File: src/ira_pkg.sv
// Shared types, codes and helpers for the I2C register access master.
`default_nettype none
package ira_pkg;

    localparam int unsigned PADDR_W = 3;
    localparam int unsigned PDATA_W = 32;
    localparam logic [7:0] TIMEOUT_RESET = 8'd250;
    localparam logic [PADDR_W-1:0] ADDR_ACK_TIMEOUT = 3'd0;

    typedef enum logic [1:0] {
        CMD_TICK  = 2'd0,
        CMD_WRITE = 2'd1,
        CMD_READ  = 2'd2,
        CMD_NONE  = 2'd3
    } t_cmd;

    typedef enum logic [3:0] {
        PH_IDLE      = 4'd0,
        PH_S1        = 4'd1,
        PH_S2        = 4'd2,
        PH_S3        = 4'd3,
        PH_S4        = 4'd4,
        PH_TX_LOW    = 4'd5,
        PH_TX_HIGH   = 4'd6,
        PH_ACK_LOW   = 4'd7,
        PH_ACK_WAIT  = 4'd8,
        PH_RX_LOW    = 4'd9,
        PH_RX_HIGH   = 4'd10,
        PH_NACK_LOW  = 4'd11,
        PH_NACK_HIGH = 4'd12,
        PH_P1        = 4'd13,
        PH_P2        = 4'd14,
        PH_P3        = 4'd15
    } t_phase;

    typedef enum logic [1:0] {
        STEP_ADDR  = 2'd0,
        STEP_REG   = 2'd1,
        STEP_DATA  = 2'd2,
        STEP_SPARE = 2'd3
    } t_step;

    typedef struct packed {
        logic scl;
        logic sda;
        logic drive;
    } t_lines;

    typedef struct packed {
        t_lines     lines;
        logic       busy;
        logic       done;
        logic       ack_error;
        logic [7:0] read_value;
    } t_result;

    function automatic logic [7:0] byte_for_step(
        input t_step      step,
        input logic [6:0] dev,
        input logic [7:0] reg_index,
        input logic [7:0] value,
        input logic       is_read
    );
        logic [7:0] dev_byte;
        logic [7:0] res;
        dev_byte = {dev, 1'b0};
        unique case (step)
            STEP_ADDR: res = dev_byte;
            STEP_REG:  res = reg_index;
            default:   res = is_read ? {dev, 1'b1} : value;
        endcase
        return res;
    endfunction

    function automatic t_lines lines_for_phase(input t_phase phase, input logic msb);
        t_lines l;
        unique case (phase)
            PH_S1:        l = '{scl: 1'b0, sda: 1'b1, drive: 1'b1};
            PH_S2:        l = '{scl: 1'b1, sda: 1'b1, drive: 1'b1};
            PH_S3:        l = '{scl: 1'b1, sda: 1'b0, drive: 1'b1};
            PH_S4:        l = '{scl: 1'b0, sda: 1'b0, drive: 1'b1};
            PH_TX_LOW:    l = '{scl: 1'b0, sda: msb,  drive: 1'b1};
            PH_TX_HIGH:   l = '{scl: 1'b1, sda: msb,  drive: 1'b1};
            PH_ACK_LOW:   l = '{scl: 1'b0, sda: 1'b1, drive: 1'b0};
            PH_ACK_WAIT:  l = '{scl: 1'b1, sda: 1'b1, drive: 1'b0};
            PH_RX_LOW:    l = '{scl: 1'b0, sda: 1'b1, drive: 1'b0};
            PH_RX_HIGH:   l = '{scl: 1'b1, sda: 1'b1, drive: 1'b0};
            PH_NACK_LOW:  l = '{scl: 1'b0, sda: 1'b1, drive: 1'b1};
            PH_NACK_HIGH: l = '{scl: 1'b1, sda: 1'b1, drive: 1'b1};
            PH_P1:        l = '{scl: 1'b0, sda: 1'b0, drive: 1'b1};
            PH_P2:        l = '{scl: 1'b1, sda: 1'b0, drive: 1'b1};
            default:      l = '{scl: 1'b1, sda: 1'b1, drive: 1'b1};
        endcase
        return l;
    endfunction

endpackage
`default_nettype wire

File: src/ira_core.sv
// Transaction sequencer: bus phase state machine and per-tick result.
`default_nettype none
module ira_core (
    input  wire logic             i_clk,
    input  wire logic             i_rst_n,
    input  wire logic             i_advance,
    input  wire logic [1:0]       i_cmd,
    input  wire logic [6:0]       i_device_address,
    input  wire logic [7:0]       i_register_address,
    input  wire logic [7:0]       i_write_value,
    input  wire logic             i_sda_sample,
    input  wire logic [7:0]       i_ack_timeout_ticks,
    output ira_pkg::t_result      o_result
);

    ira_pkg::t_phase r_phase, n_phase;
    ira_pkg::t_step  r_step, n_step;
    logic [3:0] r_bit_count, n_bit_count;
    logic [7:0] r_tx_shift, n_tx_shift;
    logic [7:0] r_rx_shift, n_rx_shift;
    logic [7:0] r_wait_count, n_wait_count;
    logic [6:0] r_dev, n_dev;
    logic [7:0] r_reg, n_reg;
    logic [7:0] r_val, n_val;
    logic       r_is_read, n_is_read;
    logic       r_error, n_error;
    logic       n_done;
    logic [3:0] bit_inc;

    assign bit_inc = r_bit_count + 4'd1;

    always_ff @(posedge i_clk) begin
        if (!i_rst_n) begin
            r_phase      <= ira_pkg::PH_IDLE;
            r_step       <= ira_pkg::STEP_ADDR;
            r_bit_count  <= '0;
            r_tx_shift   <= '0;
            r_rx_shift   <= '0;
            r_wait_count <= '0;
            r_is_read    <= 1'b0;
            r_error      <= 1'b0;
        end else if (i_advance) begin
            r_phase      <= n_phase;
            r_step       <= n_step;
            r_bit_count  <= n_bit_count;
            r_tx_shift   <= n_tx_shift;
            r_rx_shift   <= n_rx_shift;
            r_wait_count <= n_wait_count;
            r_is_read    <= n_is_read;
            r_error      <= n_error;
        end
    end

    always_ff @(posedge i_clk) begin
        if (!i_rst_n) begin
            r_dev <= '0;
            r_reg <= '0;
            r_val <= '0;
        end else if (i_advance) begin
            r_dev <= n_dev;
            r_reg <= n_reg;
            r_val <= n_val;
        end
    end

    always_comb begin
        logic start_byte;
        start_byte   = 1'b0;
        n_phase      = r_phase;
        n_step       = r_step;
        n_bit_count  = r_bit_count;
        n_tx_shift   = r_tx_shift;
        n_rx_shift   = r_rx_shift;
        n_wait_count = r_wait_count;
        n_dev        = r_dev;
        n_reg        = r_reg;
        n_val        = r_val;
        n_is_read    = r_is_read;
        n_error      = r_error;
        n_done       = 1'b0;
        unique case (r_phase)
            ira_pkg::PH_IDLE: begin
                if (i_cmd == ira_pkg::CMD_WRITE || i_cmd == ira_pkg::CMD_READ) begin
                    n_dev        = i_device_address;
                    n_reg        = i_register_address;
                    n_val        = i_write_value;
                    n_is_read    = (i_cmd == ira_pkg::CMD_READ);
                    if (n_is_read) begin
                        n_rx_shift = '0;
                    end
                    n_error      = 1'b0;
                    n_step       = ira_pkg::STEP_ADDR;
                    n_bit_count  = '0;
                    n_wait_count = '0;
                    n_phase      = ira_pkg::PH_S1;
                end
            end
            ira_pkg::PH_S1: n_phase = ira_pkg::PH_S2;
            ira_pkg::PH_S2: n_phase = ira_pkg::PH_S3;
            ira_pkg::PH_S3: n_phase = ira_pkg::PH_S4;
            ira_pkg::PH_S4: start_byte = 1'b1;
            ira_pkg::PH_TX_LOW: n_phase = ira_pkg::PH_TX_HIGH;
            ira_pkg::PH_TX_HIGH: begin
                n_tx_shift  = {r_tx_shift[6:0], 1'b0};
                n_bit_count = bit_inc;
                if (bit_inc >= 4'd8) begin
                    n_wait_count = '0;
                    n_phase      = ira_pkg::PH_ACK_LOW;
                end else begin
                    n_phase = ira_pkg::PH_TX_LOW;
                end
            end
            ira_pkg::PH_ACK_LOW: n_phase = ira_pkg::PH_ACK_WAIT;
            ira_pkg::PH_ACK_WAIT: begin
                if (!i_sda_sample) begin
                    unique case (r_step)
                        ira_pkg::STEP_ADDR: begin
                            n_step     = ira_pkg::STEP_REG;
                            start_byte = 1'b1;
                        end
                        ira_pkg::STEP_REG: begin
                            n_step = ira_pkg::STEP_DATA;
                            if (r_is_read) begin
                                n_phase = ira_pkg::PH_S1;
                            end else begin
                                start_byte = 1'b1;
                            end
                        end
                        default: begin
                            if (r_is_read) begin
                                n_bit_count = '0;
                                n_phase     = ira_pkg::PH_RX_LOW;
                            end else begin
                                n_phase = ira_pkg::PH_P1;
                            end
                        end
                    endcase
                end else if (r_wait_count >= i_ack_timeout_ticks) begin
                    n_error = 1'b1;
                    n_phase = ira_pkg::PH_P1;
                end else begin
                    n_wait_count = r_wait_count + 8'd1;
                end
            end
            ira_pkg::PH_RX_LOW: n_phase = ira_pkg::PH_RX_HIGH;
            ira_pkg::PH_RX_HIGH: begin
                n_rx_shift  = {r_rx_shift[6:0], i_sda_sample};
                n_bit_count = bit_inc;
                n_phase     = (bit_inc >= 4'd8) ? ira_pkg::PH_NACK_LOW : ira_pkg::PH_RX_LOW;
            end
            ira_pkg::PH_NACK_LOW:  n_phase = ira_pkg::PH_NACK_HIGH;
            ira_pkg::PH_NACK_HIGH: n_phase = ira_pkg::PH_P1;
            ira_pkg::PH_P1:        n_phase = ira_pkg::PH_P2;
            ira_pkg::PH_P2:        n_phase = ira_pkg::PH_P3;
            ira_pkg::PH_P3: begin
                n_phase = ira_pkg::PH_IDLE;
                n_done  = 1'b1;
            end
            default: n_phase = ira_pkg::PH_IDLE;
        endcase
        if (start_byte) begin
            n_tx_shift  = ira_pkg::byte_for_step(n_step, n_dev, n_reg, n_val, n_is_read);
            n_bit_count = '0;
            n_phase     = ira_pkg::PH_TX_LOW;
        end
    end

    always_comb begin
        o_result.lines      = ira_pkg::lines_for_phase(n_phase, n_tx_shift[7]);
        o_result.busy       = (n_phase != ira_pkg::PH_IDLE);
        o_result.done       = n_done;
        o_result.ack_error  = n_error;
        o_result.read_value = n_rx_shift;
    end

endmodule
`default_nettype wire

File: src/i2c_register_access_master.sv
// Top level: request handshake, result register and configuration port.
`default_nettype none
// One request is one bit-timing tick of the bus and yields exactly one result with the
// SCL/SDA levels to drive for the following tick, plus status and the byte read so far.
// Requests are taken every clock cycle: the sequencer state advances at the edge that
// accepts a request and the result sits in a one-deep output register, so throughput is
// one request per cycle; a request waits only while the output register is full and not
// being taken. ack_timeout_ticks at address 0 bounds how many high SDA samples one
// acknowledge may see before the transaction is aborted with STOP.
module i2c_register_access_master #(
    parameter logic [7:0] TIMEOUT_RESET = ira_pkg::TIMEOUT_RESET
) (
    input  wire logic                        i_clk,
    input  wire logic                        i_rst_n,
    input  wire logic                        i_in_valid,
    output      logic                        o_in_ready,
    input  wire logic [1:0]                  i_cmd,
    input  wire logic [6:0]                  i_device_address,
    input  wire logic [7:0]                  i_register_address,
    input  wire logic [7:0]                  i_write_value,
    input  wire logic                        i_sda_sample,
    output      logic                        o_out_valid,
    input  wire logic                        i_out_ready,
    output      logic                        o_scl_level,
    output      logic                        o_sda_level,
    output      logic                        o_sda_drive,
    output      logic                        o_busy_res,
    output      logic                        o_done_res,
    output      logic                        o_ack_error,
    output      logic [7:0]                  o_read_value,
    input  wire logic                        psel,
    input  wire logic                        penable,
    input  wire logic                        pwrite,
    input  wire logic [ira_pkg::PADDR_W-1:0] paddr,
    input  wire logic [ira_pkg::PDATA_W-1:0] pwdata,
    output      logic [ira_pkg::PDATA_W-1:0] prdata,
    output      logic                        pready
);

    logic             r_out_valid;
    ira_pkg::t_result r_out;
    ira_pkg::t_result core_result;
    logic [7:0]       r_ack_timeout;
    logic             accept;
    logic             cfg_sel;

    assign o_in_ready = !r_out_valid || i_out_ready;
    assign accept     = i_in_valid && o_in_ready;
    assign cfg_sel    = (paddr == ira_pkg::ADDR_ACK_TIMEOUT);
    assign pready     = 1'b1;
    assign prdata     = cfg_sel ? {{(ira_pkg::PDATA_W-8){1'b0}}, r_ack_timeout} : '0;

    always_ff @(posedge i_clk) begin
        if (!i_rst_n) begin
            r_ack_timeout <= TIMEOUT_RESET;
        end else if (psel && penable && pwrite && pready && cfg_sel) begin
            r_ack_timeout <= pwdata[7:0];
        end
    end

    ira_core u_core (
        .i_clk               (i_clk),
        .i_rst_n             (i_rst_n),
        .i_advance           (accept),
        .i_cmd               (i_cmd),
        .i_device_address    (i_device_address),
        .i_register_address  (i_register_address),
        .i_write_value       (i_write_value),
        .i_sda_sample        (i_sda_sample),
        .i_ack_timeout_ticks (r_ack_timeout),
        .o_result            (core_result)
    );

    always_ff @(posedge i_clk) begin
        if (!i_rst_n) begin
            r_out_valid <= 1'b0;
        end else if (accept) begin
            r_out_valid <= 1'b1;
        end else if (i_out_ready) begin
            r_out_valid <= 1'b0;
        end
    end

    always_ff @(posedge i_clk) begin
        if (accept) begin
            r_out <= core_result;
        end
    end

    assign o_out_valid  = r_out_valid;
    assign o_scl_level  = r_out.lines.scl;
    assign o_sda_level  = r_out.lines.sda;
    assign o_sda_drive  = r_out.lines.drive;
    assign o_busy_res   = r_out.busy;
    assign o_done_res   = r_out.done;
    assign o_ack_error  = r_out.ack_error;
    assign o_read_value = r_out.read_value;

endmodule
`default_nettype wire

File: config.mk
export PLATFORM = sky130hd
export DESIGN_NAME = i2c_register_access_master
export DESIGN_NICKNAME = d
export VERILOG_FILES = /design/src/ira_pkg.sv /design/src/ira_core.sv /design/src/i2c_register_access_master.sv
export SDC_FILE = /design/constraint.sdc
export NUM_CORES = 1
export LEC_CHECK = 0
export ABC_AREA = 1
export BUFFER_PORTS_ARGS = -buffer_cell sky130_fd_sc_hd__buf_2
export CAP_MARGIN = 20
export CORE_MARGIN = 2
export CORE_UTILIZATION = 58
export DETAILED_ROUTE_END_ITERATION = 8
export GPL_ROUTABILITY_DRIVEN = 0
export GPL_TIMING_DRIVEN = 0
export MAX_ROUTING_LAYER = met4
export PLACE_DENSITY = 0.93
export SYNTH_ARGS = -nofsm -noshare
export SYNTH_HDL_FRONTEND = slang
export SYNTH_SLANG_ARGS = --single-unit
File: constraint.sdc
create_clock -name i_clk -period 5.3 [get_ports i_clk]
set_clock_uncertainty 0.2 [all_clocks]
set_input_delay 0.795 -clock i_clk [delete_from_list [all_inputs] [get_ports i_clk]]
set_output_delay 0.795 -clock i_clk [all_outputs]
set_load 0.02 [all_outputs]
# --- After elaboration in Yosys (flattened, before gate mapping) ---
# Cells that the tools add are included.
# Widths: inputs -> output; s select.
word_totals:
  output_inout_bits: 49
  latch_bits: 0
  word_cells: 143
  mem_count: 0
  rom_bits: 0
  ram_bits: 0
  input_bits: 68
  register_bits: 82
op_classes:
  eq_ne: 39
  mux: 53
  n_addsub: 2
  multipliers: 0
  magnitude_cmp: 2
  bitwise: 0
  n_div: 0
  shifts: 0
  reduce_logical: 26
op_table:
  columns: ["op", "count"]
  rows:
  - ["$mux 8", 14]
  - ["$pmux 4 s15", 1]
  - ["$eq 4x4->1 const B", 14]
  - ["$mux 4", 10]
  - ["$eq 4x3->1 const B", 8]
  - ["$pmux 8 s2", 2]
  - ["$pmux 8 s3", 1]
  - ["$pmux 3 s7", 1]
  - ["$mux 7", 2]
  - ["$reduce_or 2->1", 7]
  - ["$eq 4x2->1 const B", 3]
  - ["$pmux 4 s3", 1]
  - ["$reduce_and 6->1", 2]
  - ["$mux 1", 10]
  - ["$add 8x1->8 const B", 1]
  - ["$eq 4x1->1 const B", 2]
  - ["$ge 8x8->1", 1]
  - ["$mux 2", 4]
  - ["$pmux 2 s2", 2]
  - ["$pmux 4 s2", 1]
  - ["$reduce_bool 4->1", 2]
  - ["$eq 2x1->1 const B", 3]
  - ["$ne 3x1->1 const B", 2]
  - ["$ne 3x2->1 const B", 2]
  - ["other kinds (16)", 26]

# --- Depth between registers and ports, before layout ---
# Gate-level depths: netlist (run 1).
logic_depth:
  ltp_word: 8
  depth_mapped: 16

# --- Modules after synthesis ---
# A second synthesis (run 1) with hierarchy kept.
hier_totals:
  cells_unflattened: 720
  area_unflattened_um2: 5034.8
by_module_without_submodules:
  columns: ["module", "cells_each", "seq_area_each_um2", "area_per_inst_um2", "n_inst"]
  rows:
  - ["ira_core", 610, 1181.1, 3952.5, 1]
  - ["i2c_register_access_master", 110, 600.6, 1082.3, 1]

# --- Worst setup path after synthesis (run 1) ---
# OpenSTA, ideal clock, no wires.
synth_timing:
  path_kind: "input to register"
  start: "input i_out_ready"
  end: "register u_core.r_bit_count[2]"
  required_time_ps: 4986
  path_buffers: 1
  setup_slack_ps: 2630
  path_stages: 8
  t_arrival_ps: 2355
  setup_time_ps: 114
  cell_sequence: "inv_1 -> a21oi_2 -> inv_1 -> clkbuf_1 -> a21oi_4 -> nand2_1 -> xor2_1 -> nor2_1"
synth_via:
  elab_chain_len: 3
synth_rtl:
  columns: ["item", "line_no", "rtl"]
  rows:
  - ["start: declaration", "i2c_register_access_master.sv:23", "input wire logic i_out_ready,"]
  - ["$logic_or 1x1->1", "i2c_register_access_master.sv:47", "assign o_in_ready = !r_out_valid || i_out_ready;"]
  - ["$logic_and 1x1->1", "i2c_register_access_master.sv:48", "assign accept = i_in_valid && o_in_ready;"]
  - ["via accept", "i2c_register_access_master.sv:44", "logic accept;"]
  - ["$reduce_and 6->1 (no source line)", null, null]
  - ["end signal: assignment", "ira_core.sv:45", "r_bit_count <= n_bit_count;"]
  - ["end: declaration", "ira_core.sv:18", "logic [3:0] r_bit_count, n_bit_count;"]
# The timed path passes the listed nets, and every way through them passes these cells.
# A chain may end at the register's enable or synchronous reset.

# --- Worst setup path in the final report (run 1) ---
layout_timing:
  start: "input i_out_ready"
  end: "register u_core.r_phase[0]"
layout_via:
  elab_chain_len: 2
layout_rtl:
  columns: ["item", "line_no", "rtl"]
  rows:
  - ["$logic_or 1x1->1", "i2c_register_access_master.sv:47", null]
  - ["$logic_and 1x1->1", "i2c_register_access_master.sv:48", null]
  - ["via accept", "i2c_register_access_master.sv:44", null]
  - ["end signal: assignment", "ira_core.sv:34", "r_phase <= ira_pkg::PH_IDLE;"]
  - ["end signal: assignment", "ira_core.sv:43", "r_phase <= n_phase;"]
  - ["end: declaration", "ira_core.sv:16", "ira_pkg::t_phase r_phase, n_phase;"]
# The timed path passes the listed nets, and every way through them passes these cells.

==> results.yml, run 1 <==
power_and_ir_drop:
  power.total_mw: 1.583
  p_sw_mw: 0.5322
  seqPwrFrac_pct: 44.7
  intPower_mw: 1.051
  switching_share_pct: 33.61
  powerDensity_mw_per_mm2: 282.4
  p_comb_share_pct: 26.1
  p_leak_nw: 2.832
  max-vdd-ir-drop_mv: 0.1462
  p_clk_share_pct: 29.2
drt:
  drc: 0
  wire_per_inst_um: 13.51
  ant_nets: 0
  wl_um: 12070
  vias: 4781
  first_pass_iters: 5
  drt_iter0_drc: 324
  viasPerCell: 5.354
placed_design:
  dpl.cell_count: 877
  io_buffers: 66
  dpl.hpwl_um: 8902
  placed_area_mm2: 0.005414
sta:
  drv_slew: 0
  max_slew_margin_pct: 59.92
  setup_viol: 0
  min_period_ns: 2.640
  fmax_mhz: 378.9
  setup_tns_ns: 0
  tightestPinTransition_ns: 0.6012
  period_share_pct: 49.80
  rsz0062_at_grt: "false"
  hold_viol_final: 0
logic_synthesis:
  synth-xor-area-share_pct: 1.625
  synth_mux_area_share_pct: 0
  ys.warnings.count: 0
  async_reset_ff_share_pct: 0
  syn_area_per_cell_um2: 7.113
  synth.top_cell.area_share_pct: 28.06
  synth_top_cell_by_area: "dfxtp_1"
  synthTopCellsByCount: "nand2_1 (126), inv_1 (109), o21ai_0 (71)"
  synth_cells: 682
  synth-edff-count: 14
  synth_fa_ha_area_share_pct: 3.611
  synth.area.top_cells: "dfxtp_1 (28%), nand2_1 (9.7%), edfxtp_1 (8.7%)"
  syn_area_mm2: 0.004851
  synth_cell_type_count: 43
  synth_top_family_by_area: "simple AND/OR/NAND/NOR gates"
  ys_seq_area_share_pct: 36.73
  synth_ff_type: "dfxtp_1"
  yosys.area_share.simple_pct: 21.77
  synth_compound_area_share_pct: 20.48
  yosysMostFrequentCell: "nand2_1"
  synth-seq-cells: 82
run_status:
  status: "finished clean"
floorplan:
  die_area_mm2: 0.009111
  io_pins: 117
  core_area_mm2: 0.008175
  start_util_pct: 59.34
  die_h_um: 95.45
  rows: 33
  die_width_um: 95.45
clock_network:
  cts_tree: "yes"
  post_cts_buffers: 0
  clkTransAtPathRegs_ns: 0.08
  clock-sinks: 82
  worstSkewPairLatency_ns: 0.37
  postCtsResizedCells: 0
  cts_max_level: 3
  hold_buffers: 0
  numCtsBuffers: 9
  clockBufferDepth: 2
  cts_root_buf: "clkbuf_8"
worst_hold_path:
  hold_path.class: "register to register"
setup_path:
  arrival_ns: 2.69
  cp-start-kind: "input port"
  endpoint_kind: "register"
  critical_path_class: "input port to register"
  crit_fanout: 18
  crit_required_ns: 5.35
finish:
  drive_above_1_share_pct: 19.67
  final_nets: 865
  fin_cells: 893
  finish.instance_area_mm2: 0.005608
  num_antenna_cells: 0
  finish.utilization_pct: 68.60
  fill_cells: 644
  area_delta_synth_final_pct: 15.60
run:
  cap_violations: 0
grt:
  grt_first_pass_wirelength_um: 19680
  grt_antenna_before_repair: 0
  grt_max_degree: 19
  first_global_vias: 4558
  grt-ovfl-total: 0
  gr-usage-all-layers_pct: 28.44
-- power groups by stage --
stage	logic, mW	registers [mW]	clock network (mW)
after floorplan	0.287	0.733	0
after global placement	0.382	0.718	0
after detailed placement	0.402	0.721	0
after CTS	0.405	0.707	0.468
after global routing	0.457	0.713	0.492
final	0.414	0.707	0.462
-- final timing paths --
check	end	slack, ns	from	cells past startpoint
min	u_core.r_tx_shift[0]$_SDFFE_PN0P_	0.29	u_core.r_tx_shift[0]$_SDFFE_PN0P_	2
min reg2reg	u_core.r_tx_shift[0]$_SDFFE_PN0P_	0.29	u_core.r_tx_shift[0]$_SDFFE_PN0P_	2
max reg2reg	o_scl_level$_DFFE_PP_	2.89	u_core.r_step[0]$_SDFFE_PN0P_	12
max	u_core.r_phase[0]$_SDFFE_PN0P_	2.66	i_out_ready	10
-- per-stage QoR --
stage                     setup slack (ns)  hold WS [ns]
final                                2.660        0.2854
after global routing                 2.514        0.3100
after CTS                            2.652        0.2876
after detailed placement             2.371        0.2755
after global placement               1.943        0.2566
after floorplan                      2.630        0.2459
-- cells in the final DEF (no fill, tap or decap), types with 2 or more instances in the layout --
master | Yosys | layout
or2_2 | 2 | 2
nor2_2 | 5 | 5
xor2_1 | 6 | 6
nand3_1 | 32 | 32
buf_2 | 0 | 66
nor2_1 | 37 | 37
inv_4 | 2 | 2
clkbuf_8 | 0 | 10
clkinv_2 | 2 | 4
nand2_4 | 5 | 5
edfxtp_1 | 14 | 14
nand4_1 | 5 | 5
nand2_2 | 5 | 5
nor2_4 | 2 | 2
conb_1 | 2 | 25
nor2_8 | 2 | 2
inv_2 | 5 | 5
o211ai_1 | 3 | 3
o22ai_1 | 9 | 9
o21ai_1 | 10 | 10
xnor2_1 | 3 | 3
buf_1 | 4 | 4
nand2_1 | 126 | 126
buf_6 | 3 | 3
buf_4 | 28 | 28
nor3_1 | 3 | 3
o21ai_0 | 71 | 71
nand3b_1 | 3 | 3
clkbuf_1 | 13 | 14
a21oi_2 | 5 | 5
dfxtp_1 | 68 | 68
inv_1 | 109 | 109
ha_1 | 14 | 14
o21ai_2 | 4 | 4
a21boi_0 | 2 | 2
a21oi_1 | 69 | 69
-- layer usage --
layer	vias up	track usage [%]	wire, µm
li1	2349	-	-
met1	2161	31.04	4723
met2	224	48.83	6015
met3	47	6.877	930
met4	0	13.33	396
met5	-	-	0
-- worst max-delay path: stages --
cell and delay [ns]:
buf_2 0.09, inv_1 0.07, a21oi_2 0.11, buf_8 0.18, inv_1 0.11, clkbuf_1 0.48
clkbuf_1 0.53, a21oi_1 0.13, o21ai_0 0.12, inv_1 0.07
-- kinds of logic (layout without fill, tap and decap cells) --
family	after synthesis	in the layout
and+or+nand+nor	229	229
adders and majority gates	14	14
xor gates and xnor gates	9	9
DFF	82	82
AOI/OAI and AO/OA	180	180
other	2	25
buffers and inverters	166	249
-- area by class of cell --
type / count / area (µm²) / area share, %
tap: 105 / 131.4 / 2.343
timing repair buffer: 67 / 345.3 / 6.158
multi-input combinational: 457 / 2397 / 42.75
clock inverter: 5 / 52.55 / 0.9371
buffer: 48 / 307.8 / 5.489
inverter: 118 / 450.4 / 8.032
sequential: 82 / 1782 / 31.77
clock buffer: 11 / 141.4 / 2.521
(Power assumes the default switching activity.)
==> inputs of run 2 (changes only) <==
--- a/config.mk
+++ b/config.mk
@@ -5,16 +5,16 @@
 export SDC_FILE = /design/constraint.sdc
 export NUM_CORES = 1
 export LEC_CHECK = 0
-export ABC_AREA = 1
+export ABC_AREA = 0
 export BUFFER_PORTS_ARGS = -buffer_cell sky130_fd_sc_hd__buf_2
 export CAP_MARGIN = 20
 export CORE_MARGIN = 2
-export CORE_UTILIZATION = 58
+export CORE_UTILIZATION = 54
 export DETAILED_ROUTE_END_ITERATION = 8
 export GPL_ROUTABILITY_DRIVEN = 0
 export GPL_TIMING_DRIVEN = 0
 export MAX_ROUTING_LAYER = met4
-export PLACE_DENSITY = 0.93
+export PLACE_DENSITY = 0.88
 export SYNTH_ARGS = -nofsm -noshare
 export SYNTH_HDL_FRONTEND = slang
 export SYNTH_SLANG_ARGS = --single-unit
==> constraint.sdc (replaced) <==
create_clock -name i_clk -period 2.6 [get_ports i_clk]
set_clock_uncertainty 0.2 [all_clocks]
set_input_delay 0.39 -clock i_clk [delete_from_list [all_inputs] [get_ports i_clk]]
set_output_delay 0.39 -clock i_clk [all_outputs]
set_load 0.02 [all_outputs]
==> run 2 against run 1 <==
Routed wire length up 3.8%. Non-clock buffer count rose by 13. Area after synthesis fell by 2.7%. Via count fell by 6.0%. Sequential cell count unchanged. Register-to-register slack worse by 2.9 ns. Design area is 1.6% higher. Sequential share of layout area shrank 0.49 points. Largest cell class unchanged. Highest routed layer unchanged.
==> results.yml, run 2 <==
run_status:
  status: "finished clean"
finish:
  multi_input_area_mm2: 0.002718
  final_nets: 743
  final_common_cell: "nand2_1"
  seqCellArea_mm2: 0.001782
  drive_above_1_share_pct: 24.47
  final_cell_mix: "nand2_1 (91), buf_2 (70), dfxtp_1 (68)"
  finish.utilization_pct: 66.28
  area_delta_synth_final_pct: 20.71
  fin_cells: 774
  num_antenna_cells: 0
  finish.instance_area_mm2: 0.005695
  fill_cells: 681
logic_synthesis:
  synth_cells: 553
  async_reset_ff_share_pct: 0
  yosysMostFrequentCell: "nand2_1"
  synth_cell_type_count: 67
  ys_seq_area_share_pct: 37.76
  synthTopCellsByCount: "nand2_1 (91), dfxtp_1 (68), nor2_1 (45)"
  synth_top_cell_by_area: "dfxtp_1"
  synth-seq-cells: 82
  syn_area_per_cell_um2: 8.532
  synth.area.top_cells: "dfxtp_1 (29%), edfxtp_1 (8.9%), nand2_1 (7.2%)"
  ys.warnings.count: 0
  synth-edff-count: 14
  synth_ff_type: "dfxtp_1"
  synth.top_cell.area_share_pct: 28.85
  syn_area_mm2: 0.004718
clock_network:
  clockBufferDepth: 2
  worstSkewPairLatency_ns: 0.37
  cts_tree: "yes"
  numCtsBuffers: 9
  clock-sinks: 82
  hold_buffers: 0
  clkTransAtPathRegs_ns: 0.09
  cts_root_buf: "clkbuf_8"
  cts_max_level: 3
floorplan:
  core_area_mm2: 0.008593
  die_width_um: 97.48
  io_pins: 117
  die_h_um: 97.48
  start_util_pct: 54.91
  die_area_mm2: 0.009501
  rows: 34
drt:
  first_pass_iters: 7
  drc: 0
  wl_um: 12530
  ant_nets: 0
  vias: 4493
  viasPerCell: 5.805
  drt_iter0_drc: 379
  wire_per_inst_um: 16.18
sta:
  rsz0062_at_grt: "true"
  tightestPinTransition_ns: 0.7600
  setup_tns_ns: 0
  fmax_mhz: 385.5
  drv_slew: 0
  fin_ws_ns: 0.006145
  timing.hold.ws_ns: 0.03976
  setup_viol: 0
  period_share_pct: 99.76
  max_slew_margin_pct: 48.95
  hold_viol_final: 0
  min_period_ns: 2.594
setup_path:
  crit_top_cell: "buf_6"
  arrival_ns: 2.50
  crit_path_max_incr_delay_ns: 0.59
  cp_num_buf_inv: 2
  critical_path_class: "register to register"
  worst_path_max_delay_cell: "or4_4"
  crit_fanout: 9
  cp-start-kind: "register"
  endpoint_kind: "register"
  crit_required_ns: 2.51
  crit_chain: "buf_6 > or4_4 > nor2_8 > buf_6 > mux2_2 > a2bb2oi_1 > mux2i_1 > o21ai_1"
  crit_family: "simple AND/OR/NAND/NOR gates"
grt:
  grt_first_pass_wirelength_um: 20440
  gr-usage-all-layers_pct: 27.14
  grt_antenna_before_repair: 0
  grt_max_degree: 24
  grt-ovfl-total: 0
  first_global_vias: 4308
worst_hold_path:
  hold_path.class: "input port to register"
placed_design:
  placed_area_mm2: 0.005275
  dpl.hpwl_um: 8618
  preCtsSetupSlack_ns: -0.5415
  io_buffers: 67
  dpl.cell_count: 751
power_and_ir_drop:
  power.total_mw: 3.136
  p_leak_nw: 2.331
  max-vdd-ir-drop_mv: 0.3070
  powerDensity_mw_per_mm2: 550.6
run:
  cap_violations: 0
==> run 2: cell families after synthesis <==
group	after synthesis	synth area share, %
AND/OR/NAND/NOR	222	23.23
buffers and inverters	72	8.883
flip-flops	82	37.76
AO/OA/AOI/OAI	127	18.96
XOR/XNOR	4	0.7426
other	2	0.1592
multiplexers	30	6.550
adder cells (fa/ha/maj)	14	3.713
==> run 2: cell type report <==
class / count / share of cell area, %
Clock buffer: 12 / 2.746
Multi-Input combinational cell: 422 / 47.72
Buffer: 54 / 6.569
Tap cell: 108 / 2.373
Clock inverter: 4 / 1.252
Inverter: 18 / 1.186
Sequential cell: 82 / 31.28
Timing Repair Buffer: 74 / 6.876
==> run 2: path summary, 6_finish.rpt <==
| kind | startpoint | depth (start not counted) | endpoint | slack, ns |
|---|---|---|---|---|
| worst min-delay path | pwdata[6] | 3 | r_ack_timeout[6]$_SDFFE_PN1P_ | 0.04 |
| worst min register to register | u_core.r_val[5]$_SDFFE_PN0P_ | 2 | u_core.r_val[5]$_SDFFE_PN0P_ | 0.26 |
| worst max register to register | u_core.r_phase[0]$_SDFFE_PN0P_ | 8 | o_sda_level$_DFFE_PP_ | 0.006 |
| worst max-delay path | u_core.r_phase[0]$_SDFFE_PN0P_ | 8 | o_sda_level$_DFFE_PP_ | 0.006 |
==> run 2: repair_timing <==
action,4_1_cts,5_1_grt
endpoints found under the setup margin,32,65
gates cloned,0,0
setup buffers,2,5
pin swaps,4,3
resized for setup,16,20
endpoints found under the hold margin,0,0
==> run 2: worst reg2reg max path, stage by stage, from the launching register on <==
cell       delay [ns]
dfxtp_1          0.31
buf_6            0.14
or4_4            0.60
nor2_8           0.17
buf_6            0.13
mux2_2           0.32
a2bb2oi_1        0.13
mux2i_1          0.23
o21ai_1          0.12
==> run 2: where the power goes <==
group          internal, mW  switching [mW]  leakage [nW]
combinational         0.273           0.408          1.53
clock                 0.599           0.469         0.116
sequential             1.35          0.0319         0.688
==> run 2: per-layer routing <==
layer	track usage, %	share of wire (%)
met1	32.74	39
met2	44.83	50
met3	4.604	8.0
met4	11.86	3.5
met5	-	0
